`src/rtl/core/usd_pkg.sv`:
```
// Shared types and constants for the UTF-8 stream decoder.
// No dependencies; used by every module of the decoder by scoped names.
`default_nettype none

package usd_pkg;

    localparam int unsigned BYTE_W      = 8;
    localparam int unsigned CP_W        = 21;
    localparam int unsigned OUT_TDATA_W = 24;
    localparam int unsigned REP_W       = 2;

    localparam int unsigned QUEUE_DEPTH = 4;
    localparam int unsigned QPTR_W      = $clog2(QUEUE_DEPTH);
    localparam int unsigned QCNT_W      = $clog2(QUEUE_DEPTH + 1);

    localparam logic [CP_W-1:0] REPLACEMENT_CP = 21'h00FFFD;

    // Sequence lengths held in the front state.
    localparam logic [2:0] SEQ_NONE = 3'd0;
    localparam logic [2:0] SEQ_TWO  = 3'd2;
    localparam logic [2:0] SEQ_THREE = 3'd3;
    localparam logic [2:0] SEQ_FOUR = 3'd4;

    // At most one job per input byte: rep_count replacements, then an optional tail result.
    typedef struct packed {
        logic [REP_W-1:0] rep_count;
        logic             has_tail;
        logic [CP_W-1:0]  tail_cp;
        logic             tail_bad;
    } usd_job_t;

    // Queue status seen by the front and the back.
    typedef struct packed {
        logic full;
        logic empty;
    } usd_qstat_t;

endpackage

`default_nettype wire

```
`src/rtl/core/usd_front.sv`:
```
// Front end of the UTF-8 decoder: accepts bytes, tracks the open sequence,
// and turns each byte into a job for the queue. Depends on usd_pkg.
`default_nettype none

module usd_front (
    input  wire logic                       aclk,
    input  wire logic                       aresetn,
    input  wire logic                       s_tvalid,
    output logic                            s_tready,
    input  wire logic [usd_pkg::BYTE_W-1:0] s_tdata,   // [7:0] in_byte
    input  wire usd_pkg::usd_qstat_t        qstat,
    output logic                            push,
    output usd_pkg::usd_job_t               push_job
);

    logic [2:0]                 seq_len_reg,  seq_len_next;
    logic [1:0]                 seen_reg,     seen_next;
    logic [usd_pkg::CP_W-1:0]   partial_reg,  partial_next;

    logic                       accept;
    logic                       seq_open;
    logic                       is_cont;
    logic [2:0]                 seen_inc;
    logic [usd_pkg::CP_W-1:0]   shifted;
    usd_pkg::usd_job_t          job;

    assign s_tready = !qstat.full;
    assign accept   = s_tvalid && s_tready;
    assign seq_open = (seq_len_reg != usd_pkg::SEQ_NONE);
    assign is_cont  = (s_tdata[7:6] == 2'b10);
    assign seen_inc = {1'b0, seen_reg} + 3'd1;
    assign shifted  = {partial_reg[usd_pkg::CP_W-7:0], s_tdata[5:0]};

    always_comb begin
        seq_len_next  = seq_len_reg;
        seen_next     = seen_reg;
        partial_next  = partial_reg;
        job.rep_count = '0;
        job.has_tail  = 1'b0;
        job.tail_cp   = usd_pkg::REPLACEMENT_CP;
        job.tail_bad  = 1'b0;

        if (seq_open && is_cont) begin
            partial_next = shifted;
            seen_next    = seen_inc[1:0];
            if ((seen_inc + 3'd1) >= seq_len_reg) begin
                job.has_tail = 1'b1;
                job.tail_cp  = shifted;
                seq_len_next = usd_pkg::SEQ_NONE;
                seen_next    = '0;
                partial_next = '0;
            end
        end else begin
            // broken sequence: flush lead plus accepted continuations
            if (seq_open) begin
                job.rep_count = seen_inc[1:0];
            end
            seq_len_next = usd_pkg::SEQ_NONE;
            seen_next    = '0;
            partial_next = '0;
            priority if (s_tdata == '0) begin
                // end of text, nothing of its own
            end else if (s_tdata[7] == 1'b0) begin
                job.has_tail = 1'b1;
                job.tail_cp  = {{(usd_pkg::CP_W-usd_pkg::BYTE_W){1'b0}}, s_tdata};
            end else if (s_tdata[7:5] == 3'b110) begin
                seq_len_next = usd_pkg::SEQ_TWO;
                partial_next = {{(usd_pkg::CP_W-5){1'b0}}, s_tdata[4:0]};
            end else if (s_tdata[7:4] == 4'b1110) begin
                seq_len_next = usd_pkg::SEQ_THREE;
                partial_next = {{(usd_pkg::CP_W-4){1'b0}}, s_tdata[3:0]};
            end else if (s_tdata[7:3] == 5'b11110) begin
                seq_len_next = usd_pkg::SEQ_FOUR;
                partial_next = {{(usd_pkg::CP_W-3){1'b0}}, s_tdata[2:0]};
            end else begin
                // stray continuation or F8..FF lead
                job.has_tail = 1'b1;
                job.tail_cp  = usd_pkg::REPLACEMENT_CP;
                job.tail_bad = 1'b1;
            end
        end
    end

    assign push     = accept && ((job.rep_count != '0) || job.has_tail);
    assign push_job = job;

    always_ff @(posedge aclk) begin
        if (!aresetn) begin
            seq_len_reg <= usd_pkg::SEQ_NONE;
            seen_reg    <= '0;
            partial_reg <= '0;
        end else if (accept) begin
            seq_len_reg <= seq_len_next;
            seen_reg    <= seen_next;
            partial_reg <= partial_next;
        end
    end

endmodule

`default_nettype wire

```
`src/rtl/core/usd_queue.sv`:
```
// Small job queue between the decoder front and back ends.
// Depends on usd_pkg for the job type and depth.
`default_nettype none

module usd_queue (
    input  wire logic                 aclk,
    input  wire logic                 aresetn,
    input  wire logic                 push,
    input  wire usd_pkg::usd_job_t    push_job,
    input  wire logic                 pop,
    output usd_pkg::usd_job_t         head_job,
    output usd_pkg::usd_qstat_t       qstat
);

    usd_pkg::usd_job_t               entry_reg [usd_pkg::QUEUE_DEPTH];
    logic [usd_pkg::QPTR_W-1:0]      wr_ptr_reg, rd_ptr_reg;
    logic [usd_pkg::QCNT_W-1:0]      count_reg,  count_next;

    assign qstat.full  = (count_reg == usd_pkg::QCNT_W'(usd_pkg::QUEUE_DEPTH));
    assign qstat.empty = (count_reg == '0);
    assign head_job    = entry_reg[rd_ptr_reg];

    always_comb begin
        count_next = count_reg;
        unique case ({push, pop})
            2'b10:   count_next = count_reg + 1'b1;
            2'b01:   count_next = count_reg - 1'b1;
            default: count_next = count_reg;
        endcase
    end

    always_ff @(posedge aclk) begin
        if (push) begin
            entry_reg[wr_ptr_reg] <= push_job;
        end
    end

    always_ff @(posedge aclk) begin
        if (!aresetn) begin
            wr_ptr_reg <= '0;
            rd_ptr_reg <= '0;
            count_reg  <= '0;
        end else begin
            if (push) wr_ptr_reg <= wr_ptr_reg + 1'b1;
            if (pop)  rd_ptr_reg <= rd_ptr_reg + 1'b1;
            count_reg <= count_next;
        end
    end

endmodule

`default_nettype wire

```
`src/rtl/core/usd_back.sv`:
```
// Back end of the UTF-8 decoder: expands each queued job into its results
// and holds them in the output register. Depends on usd_pkg.
`default_nettype none

module usd_back (
    input  wire logic                            aclk,
    input  wire logic                            aresetn,
    input  wire usd_pkg::usd_job_t               head_job,
    input  wire usd_pkg::usd_qstat_t             qstat,
    output logic                                 pop,
    output logic                                 m_tvalid,
    input  wire logic                            m_tready,
    output logic [usd_pkg::OUT_TDATA_W-1:0]      m_tdata,
    output logic                                 m_tlast
);

    logic [usd_pkg::REP_W-1:0]   idx_reg;
    logic                        valid_reg;
    logic [usd_pkg::CP_W-1:0]    cp_reg;
    logic                        bad_reg;
    logic                        last_reg;

    logic                        out_free;
    logic                        advance;
    logic [usd_pkg::REP_W:0]     total;
    logic                        is_rep;
    logic                        is_last;
    logic [usd_pkg::CP_W-1:0]    cur_cp;
    logic                        cur_bad;

    assign out_free = !valid_reg || m_tready;
    assign advance  = out_free && !qstat.empty;
    assign total    = {1'b0, head_job.rep_count} + {{usd_pkg::REP_W{1'b0}}, head_job.has_tail};
    assign is_rep   = (idx_reg < head_job.rep_count);
    assign is_last  = ({1'b0, idx_reg} + 1'b1) == total;
    assign cur_cp   = is_rep ? usd_pkg::REPLACEMENT_CP : head_job.tail_cp;
    assign cur_bad  = is_rep ? 1'b1 : head_job.tail_bad;
    assign pop      = advance && is_last;

    always_ff @(posedge aclk) begin
        if (advance) begin
            cp_reg   <= cur_cp;
            bad_reg  <= cur_bad;
            last_reg <= is_last;
        end
    end

    always_ff @(posedge aclk) begin
        if (!aresetn) begin
            valid_reg <= 1'b0;
            idx_reg   <= '0;
        end else begin
            if (out_free) valid_reg <= !qstat.empty;
            if (advance) idx_reg <= is_last ? '0 : idx_reg + 1'b1;
        end
    end

    assign m_tvalid = valid_reg;
    assign m_tdata  = {{(usd_pkg::OUT_TDATA_W-usd_pkg::CP_W-1){1'b0}}, bad_reg, cp_reg};
    assign m_tlast  = last_reg;

endmodule

`default_nettype wire

```
`src/rtl/core/utf8_stream_decoder_unit.sv`:
```
// UTF-8 stream decoder, top level; instantiates usd_front, usd_queue, usd_back (usd_pkg).
// A taken byte's job is written into the job queue, and the back end moves its results
// into the output register. Throughput: one byte per cycle while each byte yields at most
// one result and the receiver keeps up; a byte that yields more results (broken sequence,
// up to four) holds the back end, and the four-entry job queue absorbs the burst. Reset:
// aresetn, synchronous, active low; clears the open sequence, the queue and the output valid.
`default_nettype none

module utf8_stream_decoder_unit (
    input  wire logic                             aclk,
    input  wire logic                             aresetn,
    // input byte requests
    input  wire logic                             s_tvalid,
    output logic                                  s_tready,
    input  wire logic [usd_pkg::BYTE_W-1:0]       s_tdata,   // [7:0] in_byte
    // decoded result requests
    output logic                                  m_tvalid,
    input  wire logic                             m_tready,
    output logic [usd_pkg::OUT_TDATA_W-1:0]       m_tdata,   // [20:0] code_point, [21] malformed
    output logic                                  m_tlast    // last_of_run
);

    // Front classifies each byte into a job: replacements to flush plus an
    // optional tail (ASCII, completed code point, or a lone U+FFFD).
    usd_pkg::usd_qstat_t qstat;
    usd_pkg::usd_job_t   push_job;
    usd_pkg::usd_job_t   head_job;
    logic                push;
    logic                pop;

    usd_front u_front (
        .aclk     (aclk),
        .aresetn  (aresetn),
        .s_tvalid (s_tvalid),
        .s_tready (s_tready),
        .s_tdata  (s_tdata),
        .qstat    (qstat),
        .push     (push),
        .push_job (push_job)
    );

    // Jobs wait here so a multi-result byte does not stall the input side.
    usd_queue u_queue (
        .aclk     (aclk),
        .aresetn  (aresetn),
        .push     (push),
        .push_job (push_job),
        .pop      (pop),
        .head_job (head_job),
        .qstat    (qstat)
    );

    // Back walks one result per cycle out of the head job while its output register is free;
    // the job is popped together with its last result.
    usd_back u_back (
        .aclk     (aclk),
        .aresetn  (aresetn),
        .head_job (head_job),
        .qstat    (qstat),
        .pop      (pop),
        .m_tvalid (m_tvalid),
        .m_tready (m_tready),
        .m_tdata  (m_tdata),
        .m_tlast  (m_tlast)
    );

endmodule

`default_nettype wire

```
`config.mk`:
```
export PLATFORM = sky130hd
export DESIGN_NAME = utf8_stream_decoder_unit
export DESIGN_NICKNAME = d
export VERILOG_FILES = /design/src/rtl/core/usd_pkg.sv /design/src/rtl/core/usd_front.sv /design/src/rtl/core/usd_queue.sv /design/src/rtl/core/usd_back.sv /design/src/rtl/core/utf8_stream_decoder_unit.sv
export SDC_FILE = /design/constraint.sdc
export NUM_CORES = 1
export LEC_CHECK = 0
export BUFFER_PORTS_ARGS = -buffer_cell sky130_fd_sc_hd__buf_2
export CAP_MARGIN = 40
export CORE_MARGIN = 1.5
export CORE_UTILIZATION = 63
export CTS_BUF_LIST = sky130_fd_sc_hd__clkbuf_4 sky130_fd_sc_hd__clkbuf_8
export DETAILED_ROUTE_END_ITERATION = 10
export PLACE_DENSITY = 0.82
export SETUP_SLACK_MARGIN = 0.02
export SKIP_CTS_REPAIR_TIMING = 1
export SLEW_MARGIN = 25
export SYNTH_ARGS = -nofsm -noshare
export SYNTH_HDL_FRONTEND = slang
export SYNTH_SLANG_ARGS = --single-unit
```
`constraint.sdc`:
```
create_clock -name aclk -period 5.05 [get_ports aclk]
set_input_delay 0.505 -clock aclk [delete_from_list [all_inputs] [get_ports aclk]]
set_output_delay 0.505 -clock aclk [all_outputs]
set_load 0.005 [all_outputs]
```
* After elaboration in Yosys (flattened, before gate mapping)
Memories as Yosys holds them, arrays and structs flattened. A register that Yosys moved wholly into a read port is not among the register bits. Index checks and enable logic that the tools add are counted.
Storage, ports and cells: register bits after elaboration 53, bits in writable memories 100, input port bits 12, output and inout port bits 27, logic and storage cells 81, memories kept 1
Operators by class: add/sub/neg operators 9, magnitude comparators 2, equality and inequality tests 9, multiplexer cells 33, reductions and logical operators 16
Memory list:
- u_queue.entry_reg | words 4, width 25, rd ports 1, clocked after Yosys merged registers in 1, write ports 1, RTL line usd_queue.sv:15 | usd_pkg::usd_job_t entry_reg [usd_pkg::QUEUE_DEPTH];
Operators with widths (number):
- 2-to-1 mux 23 bit | 4
- 2-to-1 mux 15 bit | 6
- 2-to-1 mux 22 bit | 3
- 2-to-1 mux 3 bit | 8
- 2-to-1 mux 2 bit | 7
- zero test 8 bit | 1
- adder 2 x 1 -> 2 bit (second input constant) | 3
- adder 2 x 1 -> 3 bit (second input constant) | 2
- adder 3 x 1 -> 3 bit (second input constant) | 2
- equality test 3 bit (second input constant) | 2
- case mux 3 bit (2 select lines) | 1
- equality test 5 bit (second input constant) | 1
- logical AND 1 bit | 5
- equality test 2 bit (second input constant) | 2
- equality test 4 bit (second input constant) | 1
- 2-to-1 mux 1 bit | 4
- nonzero test 2 bit | 2
- adder 2 x 1 -> 3 bit | 1
- equality test 3 bit | 1
- >= comparator 3 bit | 1
- zero test 1 bit | 3
- zero test 3 bit | 1
- nonzero test 3 bit | 1
- subtractor 3 x 1 -> 3 bit (second input constant) | 1
- other kinds (5) | 6

* Logic depth before layout (Yosys ltp)
depth after elaboration 11, gate-level depth with buffers 15, gate-level depth less buffers 15

* Cells and area by module
A second synthesis with hierarchy kept.
Second synthesis, totals: cells, all modules 382, area total of the unflattened synthesis 6416.2 um^2
Modules (own cells, without submodules):
- usd_queue | instances 1, cells an instance 177, area an instance 4101.4 um^2, seq. area each 3183.1 um^2
- usd_front | instances 1, cells an instance 127, area an instance 1187.4 um^2, seq. area each 400.4 um^2
- usd_back | instances 1, cells an instance 78, area an instance 1127.3 um^2, seq. area each 750.7 um^2

* Worst setup path before layout
No wires, ideal clock.
kind register to register, start register with a tool-made name, end register u_queue.count_reg[2] (netlist name), setup time 0.076 ns, data arrival time 3.561 ns, required time 4.974 ns, setup slack 1.414 ns, stages on the path, launching flop included 15, path buffers 2, period minus slack after synthesis 3.636 ns, cell sequence dfxtp_1 -> buf_6 -> buf_2 -> mux4_2 -> ha_1 -> ha_1 -> xor2_1 -> nor3_1 -> and2_1 -> ha_1 -> inv_1 -> fa_1 -> xor2_1 -> or3_1 -> a21boi_0
RTL lines:
- end signal: assignment | RTL line usd_queue.sv:46 | count_reg <= count_next;
- end: declaration | RTL line usd_queue.sv:17 | logic [usd_pkg::QCNT_W-1:0] count_reg, count_next;

==> key figures <==
Timing
  – Worst-margin pin slew: 535 ps
  – FMAX: 251 MHz
  – Fin crit share: 0.789
  – Final Max Slew Viols: 0
  – Fin crit period: 3990 ps
  – Final setup violation count: 0
  – Max_slew headroom: 0.640
  – Final count of hold timing violations: 0
  – RSZ-0062 raised after global routing: false
  – Setup TNS: 0 ps
  – Final clock skew: 12.2 ps

Floorplan
  – Site Rows: 36
  – Die area: 10700 sq um
  – Die width: 103 um
  – Initial core utilization: 0.648
  – Core ar.: 9770 sq um
  – Die height: 103 um
  – I/O pin cnt: 39

Worst setup path
  – Arrival @ worst endpoint: 4330 ps
  – Crit Path Category: flop to flop
  – CP Launch Type: flop
  – Max FO, Critical Path: 25
  – Crit end category: flop
  – Worst path required time: 5400 ps

Pwr
  – Comb power frac: 0.234
  – Switch Pwr: 0.000930 W
  – Sequential share of power: 0.506
  – Peak supply drop: 260 uV
  – Overall power: 0.00331 W
  – Pleak: 2.42 nW
  – Pwr/cell area: 469 nW/um^2
  – Clock power share: 0.261
  – Sw frac: 0.281
  – Internal Power: 0.00237 W

Logic synthesis
  – Number of synthesized flops with an enable pin: 123
  – Sequential fraction of the synthesis area: 0.684
  – Mapped Cells: 399
  – Yosys reg bits: 155
  – Synth warn: 0
  – Synth unique cells: 52
  – Top_reg_cell synth: edfxtp_1
  – Post-Syn Area: 6340 sq um
  – Mean Syn Cell Area: 15.9 sq um
  – Async SR Flop Fraction: 0

GRT
  – Initial antenna violation count: 0
  – GRT Total Usage: 0.225
  – Met2 Track Usage GR: 0.364
  – Met3 usage: 0.0464
  – Largest net degree at the start of global routing: 31
  – Vias in the first global route: 3439
  – Grt total ovfl: 0
  – GRT Max-Usage Layer: met2
  – First-pass GRT wire length: 17300 um
  – Met1 GRT Util: 0.314

Detailed routing
  – Antenna-violating nets left: 0
  – Routed len/inst: 17.8 um
  – Drt initial violations: 228
  – Total wire length: 10600 um
  – Via density: 5.66
  – Number of optimization iterations in the first detailed-route pass: 4
  – Post-route DRC: 0
  – Routed vias: 3348

Hold path
  – Min-delay worst type: input port to flop
  – HP Start: m_tready

Layout
  – Final Cell Area: 7040 sq um
  – Antenna cell count: 0
  – Max reg flops: 100
  – # fillers: 612
  – Finished Layout Cells: 592
  – Final Util: 0.721
  – Syn-to-layout area delta: 11.2%
  – Fin nets: 473
  – Layout cell share with drive strength beyond 1: 0.288

CTS
  – CTS clock-pin slew for the worst setup and hold paths: 80 ps
  – H-tree levels: 4
  – CTS Buffer Depth: 2
  – Clk sinks: 155
  – Total CTS buffers: 17
  – Latest clock arrival within the worst-skew pair: 420 ps
  – Root buffer cell: clkbuf_8
  – CTS tree: done

Placement
  – GPL Wtd Cong: 0.819
  – Dpl cells: 559
  – DPL Wire Length: 7190 um
  – Area after DPL: 6660 sq um
  – Port Buffers: 36

Flow run
  – Max-cap violation count: 0

Status
  – Status: finished, final reports clean
-- critical path, cell delays in order (launching register included) --
cell and delay [ps]:
dfxtp_1 310, buf_4 410, mux4_2 600, ha_1 210, ha_1 280, xor2_1 140, nor3_1 400, and2_1 250
ha_1 200, inv_1 60, fa_1 380, xor2_1 170, or3_1 310, a21boi_0 170
-- layer usage --
metal | routed length, um | part of all wire
met5 | 0 | 0
met4 | 92 | 0.0087
met3 | 568 | 0.054
met2 | 5440 | 0.52
met1 | 4460 | 0.42
-- Yosys cell counts, types with 3 or more instances --
library cell | instances | area (sq um)
buf_2 | 4 | 20.0
or4_1 | 3 | 22.5
or2_2 | 21 | 131
nand2_1 | 25 | 93.8
and2_1 | 10 | 62.6
clkbuf_2 | 3 | 15.0
o21ai_0 | 5 | 25.0
inv_1 | 12 | 45.0
a21oi_1 | 5 | 25.0
xor2_1 | 4 | 35.0
edfxtp_1 | 123 | 3690
clkbuf_1 | 6 | 22.5
ha_1 | 14 | 175
nor3_1 | 3 | 15.0
and3_1 | 6 | 37.5
a22oi_1 | 8 | 60.1
a21boi_0 | 7 | 52.6
a21o_1 | 11 | 82.6
nor2b_1 | 19 | 119
buf_4 | 3 | 22.5
xnor2_1 | 5 | 43.8
nand3_1 | 4 | 20.0
dfxtp_1 | 32 | 641
mux4_2 | 25 | 563
nor2_1 | 11 | 41.3
-- power groups by stage --
stage               Sequential (W)  Combinational, W  Clock, W
detailed placement         0.00170          0.000785         0
global placement           0.00170          0.000732         0
floorplan                  0.00171          0.000536         0
global route               0.00170          0.000876  0.000937
finish                     0.00167          0.000773  0.000861
CTS                        0.00167          0.000789  0.000878
-- cells in the final DEF (no fill, tap or decap), types with 3 or more instances in the layout --
cell type | netlist | layout
nand3_1 | 4 | 4
clkbuf_8 | 0 | 17
or2_2 | 21 | 21
ha_1 | 14 | 14
inv_6 | 0 | 3
a21boi_0 | 7 | 7
nor2_1 | 11 | 11
inv_1 | 12 | 12
nor3_1 | 3 | 3
mux4_2 | 25 | 25
a22oi_1 | 8 | 8
edfxtp_1 | 123 | 123
clkinvlp_4 | 0 | 3
dfxtp_1 | 32 | 32
and3_1 | 6 | 6
a21oi_1 | 5 | 5
nor2b_1 | 19 | 19
a21o_1 | 11 | 11
buf_4 | 3 | 7
nand2_1 | 25 | 25
xor2_1 | 4 | 4
xnor2_1 | 5 | 5
buf_2 | 4 | 37
and2_1 | 10 | 10
or4_1 | 3 | 3
o21ai_0 | 5 | 5
clkinv_4 | 0 | 5
-- cell type report --
class                           instances  area [sq um]  area share
Sequential cell                       155          4330       0.615
Inverter                               12          45.0     0.00639
Multi-Input combinational cell        215          1870       0.265
Clock buffer                           18           241      0.0343
Tap cell                              133           166      0.0236
Timing Repair Buffer                   45           253      0.0359
Clock inverter                         14           139      0.0197
-- per-stage QoR --
step	worst slack, ps	hold slack, ps
detailed placement	1060	468
finish	1060	366
global route	755	379
floorplan	1410	445
CTS	1050	343
global placement	1220	458
-- path summary, 6_finish.rpt --
check / endpoint / slack [ps] / cells past startpoint
max: u_queue.count_reg[2] / 1060 / 13
min: u_back.m_tvalid / 370 / 4
max reg2reg: u_queue.count_reg[2] / 1060 / 13
min reg2reg: u_front.partial_reg[6] / 480 / 2
-- cells by family after synthesis --
logic type,after synthesis,share of synthesized area
flops,155,0.684
simple gates,116,0.104
compound gates,46,0.0539
buf+inv,30,0.0221
mux,27,0.0920
fa+ha+maj,15,0.0308
xor+xnor,9,0.0124
other cells,1,0.000592
Note: power is estimated with default switching activity, not from simulation.
